--- config.mk ---
export PLATFORM = sky130hd
export DESIGN_NAME = psd_stage
export DESIGN_NICKNAME = d
export VERILOG_FILES = /design/src/psd_stage.sv
export SDC_FILE = /design/constraint.sdc
export NUM_CORES = 1
export LEC_CHECK = 0
export BUFFER_PORTS_ARGS = -buffer_cell sky130_fd_sc_hd__buf_2
export CORE_AREA = 10 10 47 49
export CTS_CLUSTER_DIAMETER = 150
export DETAILED_ROUTE_END_ITERATION = 8
export DIE_AREA = 0 0 57 59
export PLACE_DENSITY_LB_ADDON = 0.08
export SLEW_MARGIN = 20
export SYNTH_ARGS = -nofsm -noshare
export SYNTH_HDL_FRONTEND = slang
export SYNTH_SLANG_ARGS = --single-unit
--- constraint.sdc ---
create_clock -name clk -period 2.1 [get_ports clk]
set_input_delay 0.105 -clock clk [delete_from_list [all_inputs] [get_ports clk]]
set_output_delay 0.105 -clock clk [all_outputs]
set_load 0.02 [all_outputs]
--- src/psd_stage.sv ---
// One registered pipeline stage with valid/ready flow control.
module psd_stage #(
    parameter int WIDTH = 8
) (
    input  logic             clk,
    input  logic             rst_n,
    input  logic             in_valid,
    output logic             in_ready,
    input  logic [WIDTH-1:0] in_data,
    output logic             out_valid,
    input  logic             out_ready,
    output logic [WIDTH-1:0] out_data
);
    logic             valid_reg;
    logic [WIDTH-1:0] data_reg;

    // The stage loads when it is empty or its word moves on.
    assign in_ready  = !valid_reg || out_ready;
    assign out_valid = valid_reg;
    assign out_data  = data_reg;

    always_ff @(posedge clk or negedge rst_n)
    begin
        if (!rst_n)
        begin
            valid_reg <= 1'b0;
        end
        else if (in_ready)
        begin
            valid_reg <= in_valid;
        end
    end

    always_ff @(posedge clk)
    begin
        if (in_ready && in_valid)
        begin
            data_reg <= in_data;
        end
    end
endmodule

==> results.cfg <==
[power]
seq_power_share = 0.545
ir_drop_v = 0.000274
total_power_uw = 385
p_per_area_mw_per_mm2 = 846
p_leak_nw = 0.204
p_clk_frac = 0.338
combPwrFrac = 0.117
p_sw_uw = 86.0
sw_frac_of_total = 0.223
p_int_uw = 299

[clock_network]
cts.htree.levels = 1
cts_tree = yes
numCtsBuffers = 3
cts_root_buffer = clkbuf_4
clk_path_buf_depth = 2
clkSlewWorstSetupHoldPaths_ns = 0.06
clock-sinks = 9
insertion_delay_ns = 0.25
cts_resized = 0

[route]
vias = 197
dr.pass1.iters = 1
drc = 0
drtAntennaViolNets = 0
wire_per_inst_um = 13.4
first_iter_violations = 0
drt-total-wl_um = 723
viasPerCell = 3.65

[finish]
insertedDiodeCount = 0
n_fill_cell = 152
multiInputGateArea_sq_um = 28.8
final_cell_mix = buf_2 (21), edfxtp_1 (8), clkbuf_4 (3)
mostFrequentLayoutCell = buf_2
num-nets-final = 51
seqCellArea_sq_um = 265
final_layout_size_suffix_gt1_frac = 0.684
area_delta_synth_final_pct = 54.9
layout.cells.non_filler = 54
final_core_util = 0.325
final_cell_area_sq_um = 455

[placement]
place_area_sq_um = 419
gp_congestion = 0.552
pre_cts_ws_ns = 1.12
io_buffers = 21
dp_cells = 49

[setup_path]
crit_path_max_fanout = 3
start_kind = flop
arrival_ns = 0.90
critPathMaxStageDelay_ns = 0.40
critPathRequiredTime_ns = 2.00
cp-end-kind = primary output
worstSetupPathType = flop to primary output
cp_cell_sequence = nand2b_4, buf_2
slowest_stage = dfrtp_1

[timing]
period_minus_slack_ns = 1.00
layout_setup_ws_ns = 1.10
whs_ns = 0.0220
timing.final.crit_share = 0.477
rsz0062_at_grt = false
finalSetupViolCount = 0
finClkSkew_ns = 0.00229
finalHoldViolations = 0
worst_slew_pin_slew_ns = 0.120
setup_tns_ns = 0
slew_violations = 0
slew_headroom = 0.920
max_freq_ghz = 0.998

[hold_path]
hp-class = primary input to flop

[floorplanning]
num_rows = 14
dieWidth_um = 57
chipHeight_um = 59
start_util = 0.210
core_sq_mm = 0.00140
boundaryPins = 22
dieArea_sq_mm = 0.00336

[global_routing]
grt_pass1_wl_mm = 1.11
grt_max_degree = 9
antenna_found_initial = 0
grt_pass1_vias = 261
grt-ovfl-total = 0
track_usage = 0.0463

[logic_synthesis]
ys_seq_area_frac = 0.902
syn_nets = 24
syn_area_sq_um = 294
synth_cell_types = 5
yosysWarnings = 0
ys_ff_latch = 9
avgSynthCellArea_sq_um = 24.5
synth_cells = 12

[flow_run]
drv_cap = 0

[outcome]
status = finished clean
[state kept, by name, indices dropped and copies added (netlist names)]
signal,flops
out_data,8
out_valid,1
[what timing repair did]
item | CTS | global route
endpoints found under the hold margin | 1 | 0
hold buffers | 1 | 0
setup buffers | 0 | 0
[critical path: cells and delay by family, from the launching register on]
kind / cells / cell delay (ns)
AND/OR/NAND/NOR: 1 / 0.08
buffers and inverters: 1 / 0.16
flip-flops: 1 / 0.40
[synth_stat cells]
| cell | number | area share |
|---|---|---|
| and2_4 | 1 | 0.030 |
| dfrtp_1 | 1 | 0.085 |
| edfxtp_1 | 8 | 0.82 |
| nand2b_1 | 1 | 0.021 |
| nand2b_4 | 1 | 0.047 |
[kinds of logic after synthesis]
group	count (synthesis)	synth area share
flops	9	0.902
simple gates	3	0.0979
[area by class of cell]
cell class	count	share of cell area
Tap cell	16	0.0440
Multi-Input combinational cell	3	0.0632
Sequential cell	9	0.582
Clock buffer	4	0.0577
Timing Repair Buffer	22	0.253
[power groups by stage]
stage | clock, mW | combinational (mW) | sequential (mW)
after global placement | 0 | 0.0444 | 0.213
after floorplan | 0 | 0.00973 | 0.227
after detailed placement | 0 | 0.0449 | 0.214
after CTS | 0.138 | 0.0464 | 0.210
final | 0.130 | 0.0450 | 0.210
after global routing | 0.150 | 0.0489 | 0.211
[path summary, 6_finish.rpt]
| kind | cells past startpoint | slack [ns] | from | endpoint |
|---|---|---|---|---|
| min reg2reg | 2 | 0.55 | out_valid | out_valid |
| max reg2reg | 2 | 1.13 | out_valid | out_data[4] |
| max in group asynchronous | 2 | 1.86 | rst_n | out_valid |
| max | 2 | 1.10 | out_valid | in_ready |
| min in group asynchronous | 2 | 0.16 | rst_n | out_valid |
| min | 1 | 0.02 | in_data[2] | out_data[2] |
[layer usage]
metal  global-route usage  up-vias  routed length, um
li1                     -       96                  -
met1               0.0305       89                203
met2               0.0791       12                401
met3               0.0386        0                117
met4               0.0403        0                  0
met5                    0        -                  0
Note: power is estimated with default switching activity, not from simulation.
