[config.mk]
export PLATFORM = sky130hd
export DESIGN_NAME = psd_div_cell
export DESIGN_NICKNAME = d
export VERILOG_FILES = /design/src/psd_pkg.sv /design/src/psd_div_cell.sv
export SDC_FILE = /design/constraint.sdc
export NUM_CORES = 1
export LEC_CHECK = 0
export ABC_AREA = 0
export BUFFER_PORTS_ARGS = -buffer_cell sky130_fd_sc_hd__clkbuf_2
export CAP_MARGIN = 20
export CORE_MARGIN = 4
export CORE_UTILIZATION = 45
export DETAILED_ROUTE_END_ITERATION = 10
export PLACE_DENSITY = 0.76
export REMOVE_ABC_BUFFERS = 1
export SETUP_SLACK_MARGIN = 0.2
export SLEW_MARGIN = 10
export SYNTH_ARGS = -nofsm -noshare
export SYNTH_HDL_FRONTEND = slang
export SYNTH_SLANG_ARGS = --single-unit
[constraint.sdc]
create_clock -name clk -period 2.9 [get_ports clk]
set_input_delay 0.58 -clock clk [delete_from_list [all_inputs] [get_ports clk]]
set_output_delay 0.58 -clock clk [all_outputs]
set_load 0.02 [all_outputs]
[src/psd_pkg.sv]
package psd_pkg;

    // Fraction bits of the projection quotient.
    localparam int FRAC_T = 16;

    // Width of the distance result.
    localparam int DIST_BITS = 17;

    // Width and values of the nearest-point case code.
    localparam int CODE_W = 2;
    localparam logic [CODE_W-1:0] CASE_START  = 2'd0;
    localparam logic [CODE_W-1:0] CASE_END    = 2'd1;
    localparam logic [CODE_W-1:0] CASE_INSIDE = 2'd2;

endpackage

[src/psd_div_cell.sv]
// One restoring division step: yields one quotient bit per cell.
module psd_div_cell #(
    parameter int LW   = 35,
    parameter int SIDE = 8
) (
    input  logic            clk,
    input  logic            rst_n,
    input  logic            in_valid,
    output logic            in_ready,
    input  logic [LW-1:0]   in_rem,
    input  logic [LW-1:0]   in_den,
    input  logic [psd_pkg::FRAC_T-1:0] in_q,
    input  logic [SIDE-1:0] in_side,
    output logic            out_valid,
    input  logic            out_ready,
    output logic [LW-1:0]   out_rem,
    output logic [LW-1:0]   out_den,
    output logic [psd_pkg::FRAC_T-1:0] out_q,
    output logic [SIDE-1:0] out_side
);
    logic            valid_reg;
    logic [LW-1:0]   rem_reg;
    logic [LW-1:0]   den_reg;
    logic [psd_pkg::FRAC_T-1:0] q_reg;
    logic [SIDE-1:0] side_reg;
    logic [LW-1:0]   shifted;
    logic            take;
    logic [LW-1:0]   rem_next;
    logic [psd_pkg::FRAC_T-1:0] q_next;

    // Shift, trial subtract, keep the bit.
    always_comb
    begin
        shifted  = {in_rem[LW-2:0], 1'b0};
        take     = shifted >= in_den;
        rem_next = take ? shifted - in_den : shifted;
        q_next   = {in_q[psd_pkg::FRAC_T-2:0], take};
    end

    assign in_ready  = !valid_reg || out_ready;
    assign out_valid = valid_reg;
    assign out_rem   = rem_reg;
    assign out_den   = den_reg;
    assign out_q     = q_reg;
    assign out_side  = side_reg;

    always_ff @(posedge clk or negedge rst_n)
    begin
        if (!rst_n)
        begin
            valid_reg <= 1'b0;
        end
        else if (in_ready)
        begin
            valid_reg <= in_valid;
        end
    end

    always_ff @(posedge clk)
    begin
        if (in_ready && in_valid)
        begin
            rem_reg  <= rem_next;
            den_reg  <= in_den;
            q_reg    <= q_next;
            side_reg <= in_side;
        end
    end
endmodule

==> impl_metrics.json, run 1 <==
{
  "crit_type": "input pin to flip-flop",
  "grt_pass1_wl_mm": 23.20,
  "fin_area_um2": 7878,
  "finClkSkew_ns": 0.003885,
  "synthArstFlopShare_pct": 1.053,
  "post_drt_wl_per_cell_um": 17.31,
  "min_path_type": "input pin to flip-flop",
  "synth_fa_ha_area_share_pct": 8.541,
  "cp.arrival_ns": 2.81,
  "drc_errors": 0,
  "cp_max_fo": 2,
  "netlist_area_um2": 5361,
  "slew_headroom_pct": 65.10,
  "synth_edf_count": 94,
  "use_met1_pct": 25.78,
  "synth_xor_area_share_pct": 5.391,
  "slew_viol_final": 0,
  "synth_warnings": 0,
  "die_h_um": 117.2,
  "die_w_um": 117.2,
  "finalHoldViolations": 0,
  "grt_usage_pct": 21.99,
  "drive_gt1_share_pct": 46.54,
  "startpoint_type": "input pin",
  "power_density_nw_per_um2": 529.3,
  "ir_worst_vdd_v": 0.0002627,
  "core-area_um2": 11520,
  "cts_root_buf": "clkbuf_16",
  "synth_top_family_by_area": "compound AO/OA/AOI/OAI gates",
  "synth.distinct_cells": 54,
  "clock_latency_ns": 0.36,
  "routabilityCongestion": 0.9373,
  "fmax_mhz": 370.6,
  "status": "complete, no violations",
  "cts.sinks": 95,
  "crit_path_end_kind": "flip-flop",
  "core.rowCount": 39,
  "clk_pin_slew_ns": 0.07,
  "cts_tree": "yes",
  "layout.cells.non_filler": 910,
  "rsz0062_at_grt": "yes",
  "diodes": 0,
  "min_period_over_period_pct": 93.05,
  "h-tree-depth": 3,
  "grtUsageMet3_pct": 6.735,
  "first_iter_violations": 411,
  "tightest_slew_ns": 0.5236,
  "avgSynthCellArea_um2": 11.08,
  "io_pins": 194,
  "synthFlopType": "edfxtp_1",
  "synth_compound_area_share_pct": 16.06,
  "die-area_um2": 13720,
  "gr-total-overflow": 0,
  "clockBufferDepth": 2,
  "setup_violations": 0,
  "syn_to_final_growth_pct": 46.93,
  "first_global_vias": 4742,
  "viasPerCell": 5.378,
  "final_nets": 896,
  "drtPass1Iterations": 5,
  "min_period_ns": 2.698,
  "synth_most_common_cell": "edfxtp_1",
  "ys_ff_latch": 95,
  "drt_wl_total_mm": 15.75,
  "synth_top_area_share_pct": 52.65,
  "grt_max_degree": 95,
  "antenna_found_initial": 0,
  "maxCapViolations": 0,
  "final_util_pct": 68.41,
  "grt_util_met2_pct": 37.75,
  "hpwl_mm": 11.53,
  "worstPathRequired_ns": 3.01,
  "grt-busiest-layer": "met2",
  "dp_cells": 882,
  "synth_top_cell_by_area": "edfxtp_1",
  "p_leak_nw": 3.558,
  "port_buffers": 191,
  "via_count": 4894,
  "dpl-instance-area_um2": 7068,
  "yosys.area_share.simple_pct": 9.522,
  "synth_commonest_cells": "94 x edfxtp_1, 61 x a21oi_1, 43 x nor2_1",
  "synth_area_leaders": "edfxtp_1 53%, ha_1 8.2%, a21oi_1 5.7%",
  "muxShareOfSynthArea_pct": 2.170,
  "synthCells": 484,
  "start_util_pct": 46.56,
  "fill_cells": 829,
  "final_antenna_net_count": 0,
  "cts_buffers": 9,
  "seq_area_frac_synth_pct": 53.12
}
what timing repair did:
action	CTS	global route
endpoints found under the setup margin	18	31
gates resized for setup	17	52
cloned	1	0
pin swaps	8	31
buffers inserted	3	7
hold buffers	1	0
hold endpoints to repair	1	0
state kept, by name, indices dropped and copies added, names as in the netlist:
name	count
out_den	35
out_rem	35
out_q	16
out_side	8
out_valid	1
cell type report:
type | instances | area, um^2 | area share, %
multi-input cells | 325 | 2579 | 32.74
clock inverters | 7 | 83.83 | 1.064
clock buffers | 9 | 225.2 | 2.859
repair buffers | 289 | 1803 | 22.89
inverters | 42 | 160.2 | 2.033
well taps | 143 | 178.9 | 2.271
flip-flops and latches | 95 | 2848 | 36.15
routing by layer:
metal,vias to the layer above,share of wire [%]
li1,2337,-
met1,2285,38
met2,232,50
met3,40,8.6
met4,0,3.0
met5,-,0
worst max-delay path, stage by stage:
cell	delay [ns]
clkbuf_2	0.09
inv_1	0.04
ha_1	0.31
nand4_1	0.17
a21oi_2	0.20
o21ai_4	0.09
and2b_1	0.20
o2111a_2	0.30
o41ai_4	0.41
xor2_1	0.11
mux2_1	0.30
per-stage QoR:
step | TNS, ns | power (mW) | worst slack (ns) | hold WS, ns
2_1_floorplan | -80.02 | 2.329 | -0.7878 | 0.2844
3_3_place_gp | -7.359 | 2.765 | -0.4519 | 0.3566
3_5_place_dp | -7.740 | 2.797 | -0.4482 | 0.3558
4_1_cts | 0 | 4.087 | 0.1849 | 0.3814
5_1_grt | 0 | 4.367 | 0.09955 | 0.3821
6_report | 0 | 4.170 | 0.2015 | 0.3907
final timing paths:
| check | startpoint | slack, ns | end | depth (start not counted) |
|---|---|---|---|---|
| worst max-delay path | in_den[7] | 0.20 | out_rem[29] | 11 |
| worst min-delay path | in_q[6] | 0.39 | out_q[7] | 1 |
| worst max register to register | out_valid | 1.36 | out_den[14] | 3 |
| worst min register to register | out_valid | 0.62 | out_valid | 2 |
| max in group asynchronous | rst_n | 2.26 | out_valid | 2 |
| min in group asynchronous | rst_n | 0.55 | out_valid | 2 |
logic make-up (layout without fill, tap and decap cells):
family	count (synthesis)	count (layout)
flops	95	95
buf+inv	64	347
fa+ha+maj	36	36
simple gates	107	107
xor+xnor	33	33
mux	10	10
compound gates	139	139
cells in the final DEF, fill, tap and decap left out, drive strengths merged, types with 6 or more instances in the layout:
cell type	netlist	layout
nor2	43	43
nand2	25	25
o21ai	21	21
ha	35	35
inv	42	47
xnor2	23	23
buf	7	99
clkbuf	15	198
a21oi	62	62
a31oi	6	6
a21o	17	17
xor2	10	10
edfxtp	94	94
o21bai	6	6
nand4	10	10
mux2	10	10
report_power, final:
group,switching (mW),internal [mW],total (mW)
Clock,0.555,0.688,1.24
Sequential,0.0286,1.64,1.67
Combinational,0.677,0.578,1.26
No activity file was read; power rests on OpenSTA's default activity.
==> run 2: changes to the inputs <==
--- a/config.mk
+++ b/config.mk
@@ -11,6 +11,7 @@
 export CORE_MARGIN = 4
 export CORE_UTILIZATION = 45
 export DETAILED_ROUTE_END_ITERATION = 10
+export GPL_TIMING_DRIVEN = 0
 export PLACE_DENSITY = 0.76
 export REMOVE_ABC_BUFFERS = 1
 export SETUP_SLACK_MARGIN = 0.2
==> run 2 against run 1 <==
Design area down 2.0%. Die area unchanged. Via count fell by 3.9%. Non-clock buffer count down 59. Final cell count is 6.4% lower. Clock skew up 0.0015 ns. Combinational power about the same. Critical endpoint is now out_rem[30]. Largest cell class unchanged. Highest routed layer is now met5.
==> impl_metrics.json, run 2 (synthesized netlist as in run 1, its figures left out) <==
{
  "clkPwrFrac_pct": 28.3,
  "drc_errors": 0,
  "clock_latency_ns": 0.35,
  "holdWs_ns": 0.3982,
  "startpoint_type": "input pin",
  "diodes": 0,
  "routabilityCongestion": 0.8634,
  "die_w_um": 117.2,
  "setup_violations": 0,
  "syn_to_final_growth_pct": 44.06,
  "post_drt_wl_per_cell_um": 18.37,
  "final_antenna_net_count": 0,
  "slew_headroom_pct": 65.70,
  "finalHoldViolations": 0,
  "worstPathRequired_ns": 3.00,
  "final_cell_mix": "181 x clkbuf_2, 94 x edfxtp_1, 50 x a21oi_1",
  "place_ws_ns": -0.9807,
  "final_nets": 838,
  "grt_usage_pct": 21.18,
  "layout.cells.most_common": "clkbuf_2",
  "finClkSkew_ns": 0.005397,
  "cts_tree": "yes",
  "first_global_vias": 4539,
  "die_h_um": 117.2,
  "fill_cells": 830,
  "crit_path_end_kind": "flip-flop",
  "fin_area_um2": 7724,
  "drive_gt1_share_pct": 46.97,
  "gr-total-overflow": 0,
  "min_path_type": "input pin to flip-flop",
  "crit_start": "in_rem[0]",
  "cts_root_buf": "clkbuf_16",
  "antenna_found_initial": 0,
  "core-area_um2": 11520,
  "switching_share_pct": 30.79,
  "io_pins": 194,
  "tightest_slew_ns": 0.5144,
  "fin_tns_setup_ns": 0,
  "status": "complete, no violations",
  "crit_type": "input pin to flip-flop",
  "viasPerCell": 5.518,
  "r2r_start": "out_valid",
  "fmax_mhz": 358.1,
  "min_period_ns": 2.792,
  "cts_buffers": 9,
  "drt_wl_total_mm": 15.65,
  "rsz0062_at_grt": "yes",
  "h-tree-depth": 3,
  "hpwl_mm": 10.61,
  "min_period_over_period_pct": 96.28,
  "maxCapViolations": 0,
  "cp.arrival_ns": 2.89,
  "power.switching_mw": 1.254,
  "power_frac_comb_pct": 30.7,
  "finalPower_mw": 4.074,
  "cp_max_fo": 3,
  "power_density_nw_per_um2": 527.4,
  "via_count": 4701,
  "clk_pin_slew_ns": 0.07,
  "p_seq_share_pct": 41.0,
  "worstHoldStart": "in_q[12]",
  "cts.sinks": 95,
  "die-area_um2": 13720,
  "clockBufferDepth": 2,
  "timing.final.ws_setup_ns": 0.1078,
  "grt_max_degree": 60,
  "p_int_mw": 2.819,
  "grt_pass1_wl_mm": 22.44,
  "ir_worst_vdd_v": 0.0002666,
  "dpl-instance-area_um2": 6440,
  "slew_viol_final": 0,
  "port_buffers": 191,
  "p_leak_nw": 3.319,
  "start_util_pct": 46.56,
  "core.rowCount": 39,
  "drtPass1Iterations": 5,
  "first_iter_violations": 460
}
==> run 2: layout make-up <==
cell class | instances | area (um^2) | share of cell area, %
multi-input combinational | 326 | 2788 | 36.09
clock buffer | 10 | 239.0 | 3.094
tap | 143 | 178.9 | 2.317
inverter | 42 | 160.2 | 2.074
clock inverter | 6 | 50.05 | 0.6480
timing repair buffer | 230 | 1460 | 18.90
sequential | 95 | 2848 | 36.87
==> run 2: what timing repair did <==
action / in CTS / in global routing
gates resized for setup: 64 / 79
setup buffers: 14 / 20
pin swaps: 23 / 35
setup endpoints to repair: 36 / 34
cloned: 3 / 0
endpoints found under the hold margin: 1 / 0
hold buffers: 1 / 0
==> run 2: final timing paths <==
kind / end / slack [ns] / cells after the start
worst min register to register: out_valid / 0.62 / 2
max in group asynchronous: out_valid / 2.27 / 2
worst max-delay path: out_rem[30] / 0.11 / 10
worst min-delay path: out_q[13] / 0.40 / 1
worst max register to register: out_den[12] / 1.15 / 3
min in group asynchronous: out_valid / 0.54 / 2
==> run 2: power by group through the flow <==
stage / Clock [mW] / Combinational, mW / Sequential (mW)
after floorplan: 0 / 0.500 / 1.83
after global placement: 0 / 0.895 / 1.71
after detailed placement: 0 / 0.934 / 1.70
after CTS: 1.17 / 1.08 / 1.67
after global routing: 1.24 / 1.34 / 1.68
final: 1.15 / 1.25 / 1.67
==> run 2: layer usage <==
layer / share of wire (%) / up-vias / track usage, %
met5: 0.077 / - / 0
met2: 49 / 230 / 35.48
met4: 2.7 / 2 / 8.333
li1: - / 2222 / -
met1: 39 / 2206 / 25.50
met3: 9.0 / 41 / 6.530
==> run 2: through the flow <==
step,utilization (%),std cells
after floorplan,-,462
after global placement,55.36,796
after detailed placement,55.92,798
after CTS,62.77,832
after global routing,67.07,852
final,67.07,852
==> run 2: worst max-delay path: stages <==
cell	delay, ns
buf_8	0.10
fa_2	0.38
a21o_1	0.18
a221o_2	0.41
a2111oi_4	0.20
nand4b_1	0.23
nand4_1	0.18
a31oi_2	0.24
xnor2_1	0.12
mux2_4	0.26
