### src/psd_pkg.sv
package psd_pkg;

    // Fraction bits of the projection quotient.
    localparam int FRAC_T = 16;

    // Width of the distance result.
    localparam int DIST_BITS = 17;

    // Width and values of the nearest-point case code.
    localparam int CODE_W = 2;
    localparam logic [CODE_W-1:0] CASE_START  = 2'd0;
    localparam logic [CODE_W-1:0] CASE_END    = 2'd1;
    localparam logic [CODE_W-1:0] CASE_INSIDE = 2'd2;

endpackage

### src/psd_sqrt_cell.sv
// One digit step of the integer square root; the cell's bit weight is fixed.
module psd_sqrt_cell #(
    parameter int SW   = 38,
    parameter int STEP = 0,
    parameter int RB   = 19
) (
    input  logic          clk,
    input  logic          rst_n,
    input  logic          in_valid,
    output logic          in_ready,
    input  logic [SW-1:0] in_num,
    input  logic [SW-1:0] in_res,
    input  logic [psd_pkg::CODE_W-1:0] in_code,
    output logic          out_valid,
    input  logic          out_ready,
    output logic [SW-1:0] out_num,
    output logic [SW-1:0] out_res,
    output logic [psd_pkg::CODE_W-1:0] out_code
);
    localparam logic [SW-1:0] BIT = SW'(1) << (2 * (RB - 1 - STEP));

    logic          valid_reg;
    logic [SW-1:0] num_reg;
    logic [SW-1:0] res_reg;
    logic [psd_pkg::CODE_W-1:0] code_reg;
    logic [SW-1:0] trial;
    logic [SW-1:0] num_next;
    logic [SW-1:0] res_next;

    // Subtract the trial value where it fits and set the root bit.
    always_comb
    begin
        trial = in_res + BIT;
        if (in_num >= trial)
        begin
            num_next = in_num - trial;
            res_next = (in_res >> 1) + BIT;
        end
        else
        begin
            num_next = in_num;
            res_next = in_res >> 1;
        end
    end

    assign in_ready  = !valid_reg || out_ready;
    assign out_valid = valid_reg;
    assign out_num   = num_reg;
    assign out_res   = res_reg;
    assign out_code  = code_reg;

    always_ff @(posedge clk or negedge rst_n)
    begin
        if (!rst_n)
        begin
            valid_reg <= 1'b0;
        end
        else if (in_ready)
        begin
            valid_reg <= in_valid;
        end
    end

    always_ff @(posedge clk)
    begin
        if (in_ready && in_valid)
        begin
            num_reg  <= num_next;
            res_reg  <= res_next;
            code_reg <= in_code;
        end
    end
endmodule

### config.mk
export PLATFORM = sky130hd
export DESIGN_NAME = psd_sqrt_cell
export DESIGN_NICKNAME = d
export VERILOG_FILES = /design/src/psd_pkg.sv /design/src/psd_sqrt_cell.sv
export SDC_FILE = /design/constraint.sdc
export NUM_CORES = 1
export LEC_CHECK = 0
export ABC_AREA = 1
export BUFFER_PORTS_ARGS = -buffer_cell sky130_fd_sc_hd__buf_4
export CORE_MARGIN = 4
export CORE_UTILIZATION = 58
export DETAILED_ROUTE_END_ITERATION = 8
export PLACE_DENSITY = 0.86
export SLEW_MARGIN = 0
export SYNTH_ARGS = -nofsm -noshare
export SYNTH_HDL_FRONTEND = slang
export SYNTH_SLANG_ARGS = --single-unit
### constraint.sdc
create_clock -name clk -period 8.7 [get_ports clk]
set_input_delay 1.74 -clock clk [delete_from_list [all_inputs] [get_ports clk]]
set_output_delay 1.74 -clock clk [all_outputs]
set_load 0.03 [all_outputs]
==> impl_metrics.env, run 1 <==
export IMPL_design_area_mm2=0.007612
export IMPL_cts_hold_buf=0
export IMPL_grt_max_degree=79
export IMPL_path_class="in -> reg"
export IMPL_crit_fanout=27
export IMPL_port_buffers=161
export IMPL_place_congestion=0.9719
export IMPL_ys_seq_area_share_pct=38.43
export IMPL_post_cts_setup_buffers=0
export IMPL_viasPerCell=5.330
export IMPL_h_tree_depth=3
export IMPL_pin_count=162
export IMPL_fillers=823
export IMPL_setup_viol=0
export IMPL_fmax_mhz=239.6
export IMPL_crit_arrival_ns=4.30
export IMPL_maxSlewViolCount=0
export IMPL_fin_crit_sh_pct=47.98
export IMPL_cts_tree="yes"
export IMPL_die_area_mm2=0.01233
export IMPL_rsz0062_at_grt="no"
export IMPL_drc_errors=0
export IMPL_ys_seq_elements=79
export IMPL_power_density_mw_per_mm2=150.1
export IMPL_diodes=0
export IMPL_place_ws_ns=4.185
export IMPL_critPathLaunchType="primary input"
export IMPL_dp_hpwl_um=15070
export IMPL_nets=1144
export IMPL_tns_ns=0
export IMPL_num_vias=6194
export IMPL_drt_iter0_drc=458
export IMPL_antenna_found_initial=0
export IMPL_post_drt_wl_per_cell_um=16.38
export IMPL_die_w_um=111.1
export IMPL_setup_slack_ns=4.526
export IMPL_cts_sinks=79
export IMPL_crit_required_ns=8.82
export IMPL_synth_edf_count=78
export IMPL_synth_top_area_share_pct=38.03
export IMPL_grt_pass1_wl_um=29840
export IMPL_core_area_mm2=0.01032
export IMPL_postPlaceCellArea_mm2=0.007467
export IMPL_worst_pin_slew_ns=1.013
export IMPL_synth_nets=982
export IMPL_netlist_area_mm2=0.006160
export IMPL_clock_skew_ns=0.003701
export IMPL_endpoint_kind="flip-flop"
export IMPL_async_flop_share_pct=1.266
export IMPL_cts_made_buffers=9
export IMPL_status="finished clean"
export IMPL_synth_cells=861
export IMPL_yosys_warnings=0
export IMPL_clk_pin_slew_ns=0.07
export IMPL_fin_hold_ws_ns=0.6145
export IMPL_synth_distinct_cells=30
export IMPL_routed_wl_um=19040
export IMPL_period_minus_slack_ns=4.174
export IMPL_yosys_area_top_type="edfxtp_1"
export IMPL_grt_use_total_pct=30.22
export IMPL_ant_nets=0
export IMPL_overflow=0
export IMPL_fp_dieH_um=111.1
export IMPL_hold_viol_final=0
export IMPL_initial_utilization_pct=59.67
export IMPL_cts_max_path_buffers=2
export IMPL_cellLeakagePower_uw=0.004080
export IMPL_hp_class="reg -> reg"
export IMPL_grt_pass1_vias=6077
export IMPL_irDropWorstVdd_mv=0.09974
export IMPL_maxCapViolations=0
export IMPL_synthTopCellsByArea="edfxtp_1 (38%), nand2_1 (19%), inv_1 (9.1%)"
export IMPL_slew_headroom_pct=32.48
export IMPL_syn_to_final_growth_pct=23.58
export IMPL_cts_resized=0
export IMPL_syn_avg_cell_area_um2=7.154
export IMPL_num_rows=37
export IMPL_cts_root_buffer="clkbuf_8"
export IMPL_clock_latency_ns=0.37
export IMPL_synthFlopType="edfxtp_1"
export IMPL_firstDrtPassIters=6
export IMPL_layout_drive_gt1_share_pct=20.47
## worst paths after layout
kind                                 start          end  slack (ns)  cells after the start
worst max-delay path            in_res[37]  out_num[17]        4.53                     14
max in group asynchronous            rst_n    out_valid        7.50                      1
worst min-delay path             out_valid    out_valid        0.61                      2
min in group asynchronous            rst_n    out_valid        1.13                      1
worst min register to register   out_valid    out_valid        0.61                      2
worst max register to register   out_valid   out_res[4]        6.90                      2
## final cells by class
cell class	instances	area, um^2	area share, %
Tap cell	136	170.2	2.235
Clock inverter	2	10.01	0.1315
Sequential cell	79	2367	31.10
Inverter	153	574.3	7.544
Multi-Input combinational cell	617	3132	41.14
Timing Repair Buffer	163	1224	16.07
Clock buffer	12	135.1	1.775
## synth_stat cells (all sizes together), types with 2 or more instances
master / n
a21oi: 29
o21ai: 8
nor3: 5
xnor2: 2
edfxtp: 78
nand3b: 10
buf: 12
inv: 153
xor2: 18
nor2: 77
nand4: 6
nand2: 325
nand3: 91
ha: 38
o21bai: 2
and2: 2
## worst max-delay path: stages
cell	delay [ns]
buf_4	0.13
xnor2_1	0.18
ha_1	0.29
nand2_1	0.11
inv_1	0.07
nand2_1	0.06
nand2_1	0.05
nor2_1	0.13
nand2_1	0.09
a21oi_1	0.16
nand4_1	0.58
buf_4	0.50
nand3_1	0.13
nand2_1	0.06
## through the flow
stage	utilization [%]	total power, uW	cells
after floorplan	-	769.7	861
after global placement	72.33	897.4	1148
after detailed placement	72.33	912.2	1148
after CTS	73.74	1140	1162
after global routing	73.74	1200	1162
final	73.74	1143	1162
## registers in the layout (all words and copies together) (netlist names)
signal	flops
out_valid	1
out_num	38
out_res	38
out_code	2
## cells by family (layout without fill, tap and decap cells)
group | count (synthesis) | count (layout) | share of synthesized area (%)
buffers and inverters | 165 | 330 | 10.91
XOR/XNOR | 20 | 20 | 2.844
flip-flops | 79 | 79 | 38.43
adder cells (fa/ha/maj) | 39 | 39 | 8.044
AO/OA/AOI/OAI | 41 | 41 | 3.595
AND/OR/NAND/NOR | 517 | 517 | 36.18
## metal layers
metal  global-route usage (%)  wire length [um]  vias to the layer above
met4                    10.95               411                        0
met1                    39.17              7967                     2817
met5                        0                 0                        -
met2                    50.12              9098                      313
li1                         -                 -                     3034
met3                    6.332              1559                       30
## power breakdown
group	switching (uW)	total (uW)	internal, uW
sequential	9.64	473	463
clock	131	231	99.9
combinational	287	439	151
total	428	1140	714
## placed cells by master, fill, tap and decap left out, drive strengths merged
cell and instances:
clkbuf 12, nor3 5, fa 1, a21oi 29, or2 1, xor2 18
a31oi 1, nand2 325, nand4 6, and2 2, o21ai 8, a21o 1
xnor2 2, nor2 77, nand3 91, buf 163, nand3b 10, clkinv 2
inv 153, o21bai 2, dfrtp 1, edfxtp 78, ha 38
Note: power is estimated with default switching activity, not from simulation.
==> run 2: changes to the inputs <==
--- a/config.mk
+++ b/config.mk
@@ -8,9 +8,9 @@
 export ABC_AREA = 1
 export BUFFER_PORTS_ARGS = -buffer_cell sky130_fd_sc_hd__buf_4
 export CORE_MARGIN = 4
-export CORE_UTILIZATION = 58
+export CORE_UTILIZATION = 49
 export DETAILED_ROUTE_END_ITERATION = 8
-export PLACE_DENSITY = 0.86
+export PLACE_DENSITY = 0.77
 export SLEW_MARGIN = 0
 export SYNTH_ARGS = -nofsm -noshare
 export SYNTH_HDL_FRONTEND = slang
==> constraint.sdc (replaced) <==
create_clock -name clk -period 3.5 [get_ports clk]
set_input_delay 0.7 -clock clk [delete_from_list [all_inputs] [get_ports clk]]
set_output_delay 0.7 -clock clk [all_outputs]
set_load 0.03 [all_outputs]
==> impl_metrics.env, run 2 (synthesis results as in run 1) <==
export IMPL_ant_nets=0
export IMPL_path_class="in -> reg"
export IMPL_hold_viol_final=0
export IMPL_endpoint_kind="flip-flop"
export IMPL_cts_tree="yes"
export IMPL_num_rows=40
export IMPL_diodes=0
export IMPL_grt_max_degree=43
export IMPL_crit_fanout=31
export IMPL_core_area_mm2=0.01216
export IMPL_cpPeakStageDelay_ns=0.44
export IMPL_period_minus_slack_ns=2.699
export IMPL_final_common_cell="nand2_1"
export IMPL_setup_slack_ns=0.8013
export IMPL_clk_pin_slew_ns=0.06
export IMPL_clock_skew_ns=0.006815
export IMPL_antenna_found_initial=0
export IMPL_num_vias=5975
export IMPL_rsz0062_at_grt="no"
export IMPL_path_buf_inv=4
export IMPL_pin_count=162
export IMPL_place_congestion=0.9233
export IMPL_cellLeakagePower_uw=0.004185
export IMPL_hp_class="in -> async"
export IMPL_grt_pass1_wl_um=29260
export IMPL_post_drt_wl_per_cell_um=15.31
export IMPL_postPlaceCellArea_mm2=0.007550
export IMPL_cts_made_buffers=9
export IMPL_crit_family="simple AND/OR/NAND/NOR gates"
export IMPL_status="finished clean"
export IMPL_cts_hold_buf=0
export IMPL_fin_hold_ws_ns=0.1222
export IMPL_overflow=0
export IMPL_fp_dieH_um=120.1
export IMPL_cts_max_path_buffers=2
export IMPL_initial_utilization_pct=50.65
export IMPL_place_ws_ns=0.4308
export IMPL_crit_arrival_ns=2.91
export IMPL_routed_wl_um=18370
export IMPL_irDropWorstVdd_mv=0.2615
export IMPL_maxCapViolations=0
export IMPL_nets=1148
export IMPL_die_w_um=120.1
export IMPL_worst_pin_slew_ns=0.8737
export IMPL_critPathLaunchType="primary input"
export IMPL_firstDrtPassIters=5
export IMPL_slew_headroom_pct=41.75
export IMPL_layout_common_cells="nand2_1 (317), buf_4 (166), inv_1 (150)"
export IMPL_grt_use_total_pct=25.82
export IMPL_die_area_mm2=0.01443
export IMPL_setup_viol=0
export IMPL_port_buffers=161
export IMPL_drt_iter0_drc=503
export IMPL_power_density_mw_per_mm2=417.0
export IMPL_slowest_stage="fa_1"
export IMPL_dp_hpwl_um=14810
export IMPL_path_cells="buf_4 -> inv_1 -> ha_1 -> inv_1 -> fa_1 -> nand2_1 -> nand3_2 -> nand2_1 -> nand3_2 -> nand2_2 -> nand2_2 -> nand2_2 -> buf_12 -> nand3_1 -> nand2_1"
export IMPL_h_tree_depth=3
export IMPL_viasPerCell=4.979
export IMPL_fmax_mhz=370.5
export IMPL_layout_drive_gt1_share_pct=21.12
export IMPL_cts_sinks=79
export IMPL_syn_to_final_growth_pct=27.83
export IMPL_tns_ns=0
export IMPL_grt_pass1_vias=5811
export IMPL_clock_latency_ns=0.35
export IMPL_maxSlewViolCount=0
export IMPL_fin_crit_sh_pct=77.11
export IMPL_cts_resized=0
export IMPL_crit_required_ns=3.71
export IMPL_design_area_mm2=0.007874
export IMPL_drc_errors=0
export IMPL_rrSetupSlack_ns=2.07
export IMPL_cts_root_buffer="clkbuf_16"
export IMPL_post_cts_setup_buffers=0
## run 2: changes by cell type in the layout (fill, tap and decap cells not counted)
cell,delta
clkbuf_8,-8
bufinv_16,+2
clkbuf_1,-2
clkbuf_16,+9
buf_4,+3
clkinv_4,+1
clkinv_2,-1
clkinvlp_4,+1
buf_12,+1
## run 2: path summary, 6_finish.rpt
check / cells past startpoint / end / startpoint
min reg2reg: 2 / out_valid / out_valid
min in group clk: 1 / out_code[1] / in_code[1]
min: 1 / out_valid / rst_n
max: 15 / out_num[36] / in_num[0]
max reg2reg: 2 / out_res[6] / out_valid
max in group asynchronous: 1 / out_valid / rst_n
## run 2: layer usage
layer	GRT usage [%]	share of wire, %
met2	41.31	45
met5	0	0
met4	8.447	1.5
met1	35.80	47
met3	4.053	6.5
## run 2: where the power goes
part	switching, uW	internal (uW)	leakage (uW)
clock	390	645	0.000156
sequential	22.6	1150	0.000757
combinational	694	380	0.00327
## run 2: area by class of cell
type                    count  area, um^2
clock buffers              11       242.7
clock inverters             5       81.33
fillers                  1112        4288
inverters                 153       574.3
multi-input cells         617        3132
flip-flops and latches     79        2367
well taps                 168       210.2
repair buffers            167        1266
## run 2: through the flow
stage          util (%)  power [uW]  std cells
2_1_floorplan         -        1910        861
3_3_place_gp      62.08        2246       1184
3_5_place_dp      62.08        2263       1184
4_1_cts           64.74        3298       1200
5_1_grt           64.74        3451       1200
6_report          64.74        3284       1200
==> run 3: changes to the inputs <==
==> constraint.sdc (replaced) <==
create_clock -name clk -period 2.2 [get_ports clk]
set_input_delay 0.44 -clock clk [delete_from_list [all_inputs] [get_ports clk]]
set_output_delay 0.44 -clock clk [all_outputs]
set_load 0.03 [all_outputs]
==> impl_metrics.env, run 3 (synthesis results as in run 1) <==
export IMPL_port_buffers=161
export IMPL_path_class="in -> reg"
export IMPL_crit_family="simple AND/OR/NAND/NOR gates"
export IMPL_fin_crit_sh_pct=96.80
export IMPL_drc_errors=0
export IMPL_maxSlewViolCount=0
export IMPL_rrSetupSlack_ns=0.75
export IMPL_hold_start="in_code[0]"
export IMPL_post_drt_wl_per_cell_um=15.25
export IMPL_overflow=0
export IMPL_worst_pin_slew_ns=0.4827
export IMPL_power_density_mw_per_mm2=603.3
export IMPL_clock_skew_ns=0.005785
export IMPL_utilization_pct=74.95
export IMPL_layout_drive_gt1_share_pct=32.91
export IMPL_endpoint_kind="flip-flop"
export IMPL_clk_pin_slew_ns=0.06
export IMPL_path_cells="buf_4 -> inv_1 -> ha_2 -> inv_2 -> fa_2 -> buf_4 -> nand3_1 -> nand3_1 -> nand2_1 -> nand2_1 -> nand2_1 -> nand3_1 -> nand3_1 -> nand2_1"
export IMPL_setup_slack_ns=0.07040
export IMPL_period_minus_slack_ns=2.130
export IMPL_cellLeakagePower_uw=0.004943
export IMPL_num_rows=40
export IMPL_crit_arrival_ns=2.24
export IMPL_grt_use_total_pct=28.42
export IMPL_viasPerCell=4.902
export IMPL_r2r_start="out_valid"
export IMPL_firstDrtPassIters=5
export IMPL_initial_utilization_pct=50.65
export IMPL_pin_count=162
export IMPL_fp_dieH_um=120.1
export IMPL_grt_pass1_vias=6584
export IMPL_slowest_stage="fa_2"
export IMPL_drt_iter0_drc=473
export IMPL_dp_hpwl_um=16410
export IMPL_cts_made_buffers=9
export IMPL_final_common_cell="nand2_1"
export IMPL_path_buf_inv=4
export IMPL_r2r_end="out_num[3]"
export IMPL_place_congestion=0.9939
export IMPL_r2r_cells=2
export IMPL_slew_headroom_pct=67.82
export IMPL_fin_hold_ws_ns=0.2601
export IMPL_cts_tree="yes"
export IMPL_maxCapViolations=0
export IMPL_fmax_mhz=469.6
export IMPL_ant_nets=0
export IMPL_startpoint="in_num[0]"
export IMPL_status="finished clean"
export IMPL_irDropWorstVdd_mv=0.3792
export IMPL_cts_root_buffer="clkbuf_16"
export IMPL_num_vias=6603
export IMPL_h_tree_depth=3
export IMPL_crit_required_ns=2.31
export IMPL_routed_wl_um=20550
export IMPL_cts_max_path_buffers=2
export IMPL_setup_viol=0
export IMPL_critPathLaunchType="primary input"
export IMPL_crit_fanout=4
export IMPL_antenna_found_initial=0
export IMPL_grt_pass1_wl_um=32340
export IMPL_syn_to_final_growth_pct=47.98
export IMPL_die_area_mm2=0.01443
export IMPL_hold_viol_final=0
export IMPL_clock_latency_ns=0.35
export IMPL_layout_common_cells="nand2_1 (310), buf_4 (304), inv_1 (149)"
export IMPL_die_w_um=120.1
export IMPL_nets=1295
export IMPL_cts_sinks=79
export IMPL_core_area_mm2=0.01216
export IMPL_hold_path_end="out_code[0]"
export IMPL_diodes=0
export IMPL_place_ws_ns=-0.3936
export IMPL_whs_path_depth=1
export IMPL_cpPeakStageDelay_ns=0.42
export IMPL_grt_max_degree=43
export IMPL_fillers=977
export IMPL_hp_class="in -> reg"
[run 3: repair_timing]
action                     in CTS  in global routing
hold endpoints to repair        1                  0
setup buffers                   0                  4
pin swaps                       0                  7
gates resized for setup         1                 29
hold buffers                    1                  0
cloned                          0                  1
setup endpoints to repair       1                 40
[run 3: cell type report]
| class | count | area, um^2 | area share (%) |
|---|---|---|---|
| multi-input combinational | 617 | 3212 | 35.24 |
| sequential | 79 | 2369 | 25.98 |
| tap | 168 | 210.2 | 2.306 |
| inverter | 153 | 574.3 | 6.301 |
| clock inverter | 6 | 61.31 | 0.6726 |
| timing repair buffer | 314 | 2460 | 26.99 |
| clock buffer | 10 | 229.0 | 2.512 |
[run 3: routing by layer]
| metal | global-route usage, % | vias to the layer above | routed length, um |
|---|---|---|---|
| li1 | - | 3344 | - |
| met1 | 37.85 | 2974 | 8982 |
| met2 | 46.36 | 248 | 9663 |
| met3 | 5.278 | 37 | 1472 |
| met4 | 9.950 | 0 | 429 |
| met5 | 0 | - | 0 |
[run 3: where the power goes]
part	internal, uW	switching, uW	total [uW]
Clock	875	625	1500
Combinational	908	1220	2130
Sequential	1830	39.8	1870
Total	3620	1880	5500
[run 3: metrics by stage]
step / std cells / setup TNS (ns) / total power, uW / instance area, um^2
floorplan: 861 / -4.874 / 3038 / 6172
CTS: 1342 / 0 / 5449 / 8962
finish: 1347 / 0 / 5499 / 9115
global placement: 1325 / -8.611 / 3911 / 8660
detailed placement: 1325 / -10.60 / 3949 / 8660
global route: 1347 / -0.07166 / 5780 / 9115
[run 3: worst max-delay path by stage]
stage	slack (ns)	endpoint	depth (start not counted)
6_report	0.07	out_num[34]	14
5_1_grt	-0.04	out_num[28]	16
4_1_cts	0.02	out_num[36]	14
3_5_place_dp	-0.39	out_num[32]	15
3_3_place_gp	-0.32	out_num[32]	15
2_1_floorplan	-0.06	out_code[0]	1
